**src/design/cssim_ram.sv**
```systemverilog
module cssim_ram #(
  parameter int unsigned WIDTH = 32,
  parameter int unsigned DEPTH = 64
) (
  input  logic                             clk_i,
  input  logic                             we_i,
  input  logic [$clog2(DEPTH)-1:0]         waddr_i,
  input  logic [WIDTH-1:0]                 wdata_i,
  input  logic [$clog2(DEPTH)-1:0]         raddr_i,
  output logic [WIDTH-1:0]                 rdata_o
);
  logic [WIDTH-1:0] mem_q [DEPTH];

  always_ff @(posedge clk_i) begin
    if (we_i) begin
      mem_q[waddr_i] <= wdata_i;
    end
    rdata_o <= mem_q[raddr_i];
  end
endmodule

```
**config.mk**
```make
export PLATFORM = sky130hd
export DESIGN_NAME = cssim_ram
export DESIGN_NICKNAME = d
export VERILOG_FILES = /design/src/design/cssim_ram.sv
export SDC_FILE = /design/constraint.sdc
export NUM_CORES = 2
export LEC_CHECK = 0
export ABC_AREA = 1
export BUFFER_PORTS_ARGS = -buffer_cell sky130_fd_sc_hd__buf_2
export CAP_MARGIN = 20
export CORE_ASPECT_RATIO = 0.75
export CORE_MARGIN = 4
export CORE_UTILIZATION = 35
export DETAILED_ROUTE_END_ITERATION = 6
export GPL_ROUTABILITY_DRIVEN = 0
export GPL_TIMING_DRIVEN = 0
export PLACE_DENSITY = 0.5
export SETUP_SLACK_MARGIN = 0.5
export SYNTH_ARGS = -nofsm -noshare
export SYNTH_HDL_FRONTEND = slang
export SYNTH_SLANG_ARGS = --single-unit
```
**constraint.sdc**
```tcl
create_clock -name clk_i -period 7.2 [get_ports clk_i]
set_input_delay 1.44 -clock clk_i [delete_from_list [all_inputs] [get_ports clk_i]]
set_output_delay 1.44 -clock clk_i [all_outputs]
set_load 0.05 [all_outputs]
```
==> results.cfg <==
[final_layout]
drive_gt1_share_pct = 12.4
fillers = 22000
syn_to_final_growth_pct = 17.4
final_nets = 7290

[routing]
dr.pass1.iters = 7
wl_per_cell_um = 33.6
post-route-drc-count = 0
drt-vias-per-instance = 5.76
wl_mm = 354
dr.first_iter.drc_count = 10800
num_vias = 60800
ant_nets = 0

[global_routing]
grt_max_degree = 65
grt_pass1_vias = 54100
antenna_found_initial = 35
grt_pass1_wl_mm = 470
grtUsageTotal_pct = 28.1
grt_overflow = 0

[timing]
fin_ws_ps = 2930
tightest_slew_ps = 1230
skew_ps = 52.2
finalCritPeriodShare_pct = 59.3
slew_headroom_pct = 18.3
setup_tns_ps = 0
slew_viol_final = 0
setup_viol = 0
hold_viol = 0
rsz0062_at_grt = no
whs_ps = 858
max_freq_mhz = 234
timing.final.crit_period_ps = 4270

[run_status]
outcome = finished, final reports clean

[floorplan]
initial_core_util_pct = 35.2
dieWidth_um = 569
die_h_um = 429
fp.coreArea_um2 = 235000
dieArea_um2 = 244000
rows = 154
io_pins = 78

[cts]
htreeDepth = 4
hold_buffers = 0
postCtsSetupBuffers = 0
cts_resized = 0
clk_pin_slew_worst_paths_ps = 60
root_buffer = clkbuf_16
cts_tree = done
clock_sinks = 2080
numCtsBuffers = 214
clk_path_buf_depth = 4
clk_latency_ps = 920

[critical_path]
cp_slowest_stage_delay_ps = 730
crit_path_max_fanout = 10
cp_slowest_cell = buf_2
crit_path_frequent_cell = nand3_1
start_kind = input port
cp.arrival_ps = 4910
end_kind = register
critical_path.cell_chain = buf_2 > inv_2 > buf_2 > buf_2 > nand3_1 > nand3_1 > nand3_1 > nand3_1 > nand2_1 > nand2_1 > nand2_1
critPathRequiredTime_ps = 7840
critPathBufInv = 4
worstSetupPathType = input port to register
cpLargestDelayFamily = buffers and inverters

[pwr]
p_leak_nw = 34.3
power_density_nw_per_um2 = 270
ir_drop_uv = 180

[yosys]
synthCells = 6769
avgSynthCellArea_um2 = 12.2
ys_seq_elements = 2080
synth_cell_types = 16
syn_area_um2 = 82700
ys_seq_area_share_pct = 75.1
ys_warn_count = 0
postSynthNetCount = 6815

[placed_design]
port_buffers = 69
dpl.hpwl_mm = 249
pre_cts_ws_ps = 2480

[run]
cap_viol_max_count = 0

[min_path]
hold_class = input port to register
==> synth_stat cells (all sizes together) <==
cell type	n	share of area, %
nor4	8	0.060
dfxtp	32	0.77
nor2	56	0.25
buf	372	2.4
inv	12	0.057
nand2	2248	10
nand4	9	0.068
nand3	1907	12
clkbuf	77	0.35
edfxtp	2048	74
==> stage by stage <==
stage	power (W)	instance area [µm²]	std cells	util [%]
6_report	0.0263	97100	10500	41.3
5_1_grt	0.0269	97100	10500	41.3
4_1_cts	0.0262	97100	10500	41.3
3_5_place_dp	0.0158	90700	10100	38.6
3_3_place_gp	0.0157	87000	9958	37.0
2_1_floorplan	0.0146	82700	6769	-
==> cell type report <==
cell class	count	area [µm²]	share of cell area, %
inverters	12	47.5	0.0489
repair buffers	259	3610	3.71
diodes	18	45.0	0.0464
clock inverters	104	797	0.820
flip-flops and latches	2080	62100	64.0
clock buffers	270	5590	5.75
plain buffers	449	2250	2.32
well taps	3120	3900	4.02
multi-input cells	4228	18800	19.3
==> layout by cell type (no fill, tap or decap), types with 56 or more instances in the layout <==
cell,n
nand3_1,1907
clkbuf_1,130
buf_12,82
buf_2,323
nor2_4,56
edfxtp_1,2048
clkbuf_16,215
clkinv_1,61
buf_4,130
nand2_1,2248
==> routing by layer <==
layer  routed length [µm]  part of all wire (%)  track usage (%)
met2               142000                    40             38.4
met1               145000                    41             40.7
met5                  269                 0.076            0.568
met3                51500                    15             9.96
met4                15200                   4.3             10.3
==> report_power, final <==
group          total, W  switching, W  internal (W)
logic           0.00218       0.00174      0.000444
clock network    0.0106       0.00480       0.00585
registers        0.0134     0.0000235        0.0134
total            0.0263       0.00656        0.0197
==> registers in the layout (all words and copies together), names as in the netlist <==
| register | cells |
|---|---|
| rdata_o | 32 |
| mem_q | 2048 |
==> final timing paths <==
path                                                 to  cells past startpoint  slack, ps                     from
worst max register to register      rdata_o[22]$_DFF_P_                      8       4760  mem_q[28][22]$_DFFE_PP_
worst min-delay path            mem_q[37][27]$_DFFE_PP_                      1        860              wdata_i[27]
worst min register to register      rdata_o[30]$_DFF_P_                      8        990  mem_q[52][30]$_DFFE_PP_
worst max-delay path                 rdata_o[2]$_DFF_P_                     11       2930               raddr_i[1]
==> worst reg2reg max path, stage by stage, from the launching register on <==
cell and delay [ps]:
edfxtp_1 370, nand2_1 70, nand3_1 70, nand3_1 160, nand3_1 460, nand3_1 410
nand2_1 100, nand2_1 350, nand2_1 270
==> cell families after synthesis <==
logic type    Yosys count  synth area share, %
buf+inv               461                 2.78
simple gates         4228                 22.1
flops                2080                 75.1
(Power assumes the default switching activity.)
