`config.mk`:
```
export PLATFORM = sky130hd
export DESIGN_NAME = cssim_div
export DESIGN_NICKNAME = d
export VERILOG_FILES = /design/src/design/cssim_pkg.sv /design/src/design/cssim_div.sv
export SDC_FILE = /design/constraint.sdc
export NUM_CORES = 1
export LEC_CHECK = 0
export BUFFER_PORTS_ARGS = -buffer_cell sky130_fd_sc_hd__buf_2
export CORE_ASPECT_RATIO = 0.75
export CORE_UTILIZATION = 37
export DETAILED_ROUTE_END_ITERATION = 8
export HOLD_SLACK_MARGIN = 0.1
export PLACE_DENSITY_LB_ADDON = 0.3
export SLEW_MARGIN = 40
export SYNTH_ARGS = -nofsm -noshare
export SYNTH_HDL_FRONTEND = slang
export SYNTH_SLANG_ARGS = --single-unit
```
`constraint.sdc`:
```
create_clock -name clk_i -period 4.2 [get_ports clk_i]
set_input_delay 0.63 -clock clk_i [delete_from_list [all_inputs] [get_ports clk_i]]
set_output_delay 0.63 -clock clk_i [all_outputs]
set_load 0.005 [all_outputs]
```
`src/design/cssim_pkg.sv`:
```
package cssim_pkg;

  localparam int unsigned MAX_PROCESSES = 64;
  localparam int unsigned FRACTION_BITS = 8;

  localparam int unsigned IDX_W  = (MAX_PROCESSES > 1) ? $clog2(MAX_PROCESSES) : 1;
  localparam int unsigned CNT_W  = $clog2(MAX_PROCESSES + 1);
  localparam int unsigned TIME_W = 32;
  localparam int unsigned CLK_W  = 39;
  localparam int unsigned SUM_W  = 45;
  localparam int unsigned AVG_W  = 47;
  localparam int unsigned ERR_W  = 3;
  localparam int unsigned MODE_W = 3;
  localparam int unsigned CNTO_W = 7;
  localparam int unsigned CFG_IDX_W = 1;

  // divider operand widths
  localparam int unsigned DVD_W = SUM_W + FRACTION_BITS;
  localparam int unsigned DVS_W = CNT_W + TIME_W;

  localparam logic [MODE_W-1:0] MODE_FCFS = 3'd0;
  localparam logic [MODE_W-1:0] MODE_SJF  = 3'd1;
  localparam logic [MODE_W-1:0] MODE_PRIO = 3'd2;
  localparam logic [MODE_W-1:0] MODE_RR   = 3'd3;
  localparam logic [MODE_W-1:0] MODE_SRTF = 3'd4;

  localparam logic [ERR_W-1:0] ERR_OK        = 3'd0;
  localparam logic [ERR_W-1:0] ERR_EMPTY     = 3'd1;
  localparam logic [ERR_W-1:0] ERR_QUANTUM   = 3'd2;
  localparam logic [ERR_W-1:0] ERR_OVERFLOW  = 3'd3;
  localparam logic [ERR_W-1:0] ERR_ZEROBURST = 3'd4;

  localparam logic [1:0] FAULT_NONE = 2'd0;
  localparam logic [1:0] FAULT_OVF  = 2'd1;
  localparam logic [1:0] FAULT_ZB   = 2'd2;

  localparam logic [CFG_IDX_W-1:0] REG_POLICY  = 1'b0;
  localparam logic [CFG_IDX_W-1:0] REG_QUANTUM = 1'b1;

  localparam logic KIND_LOAD = 1'b0;
  localparam logic KIND_RUN  = 1'b1;

  typedef struct packed {
    logic [TIME_W-1:0] arr;
    logic [TIME_W-1:0] burst;
    logic [TIME_W-1:0] prio;
  } entry_t;

endpackage

```
`src/design/cssim_div.sv`:
```
module cssim_div (
  input  logic                       clk_i,
  input  logic                       rst_ni,
  input  logic                       start_i,
  input  logic [cssim_pkg::DVD_W-1:0] dividend_i,
  input  logic [cssim_pkg::DVS_W-1:0] divisor_i,
  output logic                       busy_o,
  output logic [cssim_pkg::DVD_W-1:0] quotient_o
);
  import cssim_pkg::*;

  localparam int unsigned ITER_W = $clog2(DVD_W + 1);

  logic              busy_q, busy_d;
  logic [ITER_W-1:0] iter_q, iter_d;
  logic [DVD_W-1:0]  quo_q, quo_d;
  logic [DVS_W-1:0]  rem_q, rem_d;
  logic [DVS_W-1:0]  dvs_q, dvs_d;
  logic [DVS_W:0]    rem_sh;
  logic [DVS_W+1:0]  diff;
  logic              ge;

  // restoring division, one quotient bit a cycle
  always_comb begin
    rem_sh = {rem_q, quo_q[DVD_W-1]};
    diff   = {1'b0, rem_sh} - {2'b00, dvs_q};
    ge     = ~diff[DVS_W+1];
    busy_d = busy_q;
    iter_d = iter_q;
    quo_d  = quo_q;
    rem_d  = rem_q;
    dvs_d  = dvs_q;
    if (start_i) begin
      busy_d = 1'b1;
      iter_d = ITER_W'(DVD_W);
      quo_d  = dividend_i;
      rem_d  = '0;
      dvs_d  = divisor_i;
    end else if (busy_q) begin
      rem_d  = ge ? diff[DVS_W-1:0] : rem_sh[DVS_W-1:0];
      quo_d  = {quo_q[DVD_W-2:0], ge};
      iter_d = iter_q - ITER_W'(1);
      busy_d = (iter_q != ITER_W'(1));
    end
  end

  always_ff @(posedge clk_i or negedge rst_ni) begin
    if (!rst_ni) begin
      busy_q <= 1'b0;
      iter_q <= '0;
    end else begin
      busy_q <= busy_d;
      iter_q <= iter_d;
    end
  end

  always_ff @(posedge clk_i) begin
    quo_q <= quo_d;
    rem_q <= rem_d;
    dvs_q <= dvs_d;
  end

  assign busy_o     = busy_q;
  assign quotient_o = quo_q;
endmodule

```
==> summary.md <==
| Metric | Value |
|---|---|
| CTS Buffer Depth | 2 |
| ANT nets after route | 0 |
| Max FO, Critical Path | 13 |
| Gp weighted congestion | around 0.83 |
| Clock Pin Slew Worst Setup and Hold Paths | ~0.06 ns |
| Port bufs | 148 |
| Layout area overhead | 20.0% |
| Fill cells | 1,973 |
| Core region area | 20,600 um2 |
| Status | completed |
| Prevailing post-synth register cell | edfxtp_1 |
| Drt initial violations | 354 |
| Crit. End Element | flop |
| Highest metal used | met5 |
| Critical path data arrival time | 3.75 ns |
| Antenna diodes | 0 |
| YS warnings | 0 |
| Fin area | 9470 um2 |
| Chip Height | ~130 um |
| Overflow left after global routing | 0 |
| Initial cell density of the core | a little under two fifths |
| GRT Total Usage | a little under a fifth |
| FFs w/ async S/R, synth | 5.07% |
| Unrepaired setup endpoints after global routing | false |
| Worst setup path start | quotient_o[52] |
| Mean Syn Cell Area | 10.3 um2 |
| DR vias | 6,163 |
| Post-Syn Instances | 765 |
| CTS root buffer | clkbuf_16 |
| First-pass GRT wire length | 30,600 um |
| Via density | 5.15 |
| DRT met1 WL | 9650 um |
| Cell variety after synth | 60 |
| Post-route clock period utilization | between 80% and 90% |
| Leak | 4.14 nW |
| Type of the worst setup path | reg2reg |
| Num rows | 45 |
| Hpwl dp | 13,600 um |
| DR WL/cell | 15.7 um |
| Worst VDD drop | 325 uV |
| # DRC | 0 |
| Setup violators final | 0 |
| Number of synthesized flops with an enable pin | 92 |
| Post-CTS Hold Fix Bufs | 1 |
| Yosys reg bits | ~140 |
| Slew Limit Fails | 0 |
| Largest net degree at the start of global routing | 47 |
| Reg2reg start | quotient_o[52] |
| F_max | 295 MHz |
| TritonCTS clock tree | built |
| CTS Buf Count | 17 |
| Most frequent cells in the layout | buf_2 (147), edfxtp_1 (92), nor2_1 (68) |
| Worst Setup Start Kind | flop |
| Share of cells above drive strength 1 | approximately 27% |
| Worst hold path type | in2reg |
| Fin. Hold Viols | 0 |
| H-tree Lvls | 4 |
| Final setup TNS | 0 ns |
| Register area | 3720 um2 |
| Die area | 21,900 um2 |
| DRT Pass-1 Iters | 5 |
| Critical Path RT | 4.56 ns |
| Met3 wire len | ~1400 um |
| Placed cell areas | 8870 um2 |
| Worst-Skew Late Latency | between 0.4 and 0.5 ns |
| Slew HR | 46.9% |
| Post_cts resized | 0 |
| Met2 routed wirelength | about 7600 um |
| Vias in the first global route | approximately 6,000 |
| Worst clock skew | 0.0171 ns |
| Post-route minimum period | 3.39 ns |
| Max-cap violations | 0 |
| Wirelength, routed | 18,800 um |
| Slew @ Worst Pin | 0.794 ns |
| Synth Cell Area | 7890 um2 |
| Pwr Density | between 500 and 600 nW/um2 |
| Die width | 171 um |
| Clk sinks | 138 |
| Final net count | between 1,000 and 1,500 |
| I/O pins | 149 |
| Net count after synthesis | 902 |
| Commonest non-fill, non-tap cell in the layout | buf_2 |
| Multi-input logic area | 3790 um2 |
| Setup bufs post-CTS | 0 |
| Initial antenna violation count | 1 |
| Power Total | 4.87 mW |
| Worst min-delay path startpoint | divisor_i[1] |
| Sequential element share of the synthesized area | 47.1% |
[where the power goes]
| group | internal [mW] | switching (mW) | leakage [nW] | total, mW |
|---|---|---|---|---|
| clock | 0.921 | 0.583 | 0.280 | 1.50 |
| sequential | 1.66 | 0.128 | 1.34 | 1.79 |
| combinational | 0.684 | 0.890 | 2.52 | 1.57 |
[metal layers]
layer	up-vias	GRT usage [%]
met1	2869	25.8
li1	3089	-
met2	184	25.6
met3	19	6.34
met4	2	5.41
met5	-	0
[metrics by stage]
step / setup WS, ns / cells / utilization [%] / hold WS [ns]
2_1_floorplan: 1.19 / 765 / - / 0.334
3_3_place_gp: 0.923 / 1163 / 43.1 / 0.472
3_5_place_dp: 0.840 / 1163 / 43.1 / 0.473
4_1_cts: 0.823 / 1196 / 46.1 / 0.349
5_1_grt: 0.582 / 1196 / 46.1 / 0.352
6_report: 0.809 / 1196 / 46.1 / 0.375
[layout make-up]
class | count | area share, %
clock inverters | 10 | 1.24
flip-flops and latches | 138 | 39.3
repair buffers | 158 | 8.80
multi-input cells | 537 | 40.0
inverters | 49 | 1.94
clock buffers | 22 | 5.01
well taps | 282 | 3.73
[cells in the mapped netlist (all sizes together) (11+ instances only)]
master  instances  area (um2)
nand3          12        60.1
nor2           68         255
nor3           14        70.1
nand4          11        75.1
edfxtp         92        2760
a211oi         25         188
xnor2          14         123
dfxtp          39         781
a21oi          52         264
mux2           53         597
a21o           26         195
nand2          48         180
nand2b         15        93.8
clkbuf         19        71.3
o21ai          32         160
buf            22         128
ha             41         513
xor2           16         140
inv            49         184
[worst max-delay path, cell delays in order, from the launching register on]
cell and delay (ns):
edfxtp_1 0.36, inv_1 0.05, ha_1 0.22, fa_1 0.40
nand2b_1 0.21, a21oi_2 0.34, o21bai_4 0.12, a211o_1 0.29
a21o_1 0.17, and3_1 0.31, or3_1 0.40, or4_1 0.40
nand3_1 0.07
[flip-flops by register name (all words and copies together) (netlist names)]
signal and count:
quotient_o 53, dvs_q 39, rem_q 39, iter_q 6, busy_o 1
[kinds of logic (layout without fill, tap and decap cells)]
family                   Yosys count  count (layout)  share of synthesized area (%)
adder cells (fa/ha/maj)           42              42                           6.76
multiplexers                      60              60                           8.45
buffers and inverters             90             239                           4.85
XOR/XNOR                          30              30                           3.33
AO/OA/AOI/OAI                    204             204                           17.4
AND/OR/NAND/NOR                  201             201                           12.1
flip-flops                       138             138                           47.1
[worst paths after layout]
check,end,slack [ns],cells after the start
max reg2reg,rem_q[33],0.81,12
max in group asynchronous,busy_o,3.47,2
min,dvs_q[1],0.37,1
min in group asynchronous,iter_q[2],0.56,2
min reg2reg,rem_q[13],0.48,2
max,rem_q[33],0.81,12
(Power assumes the default switching activity.)
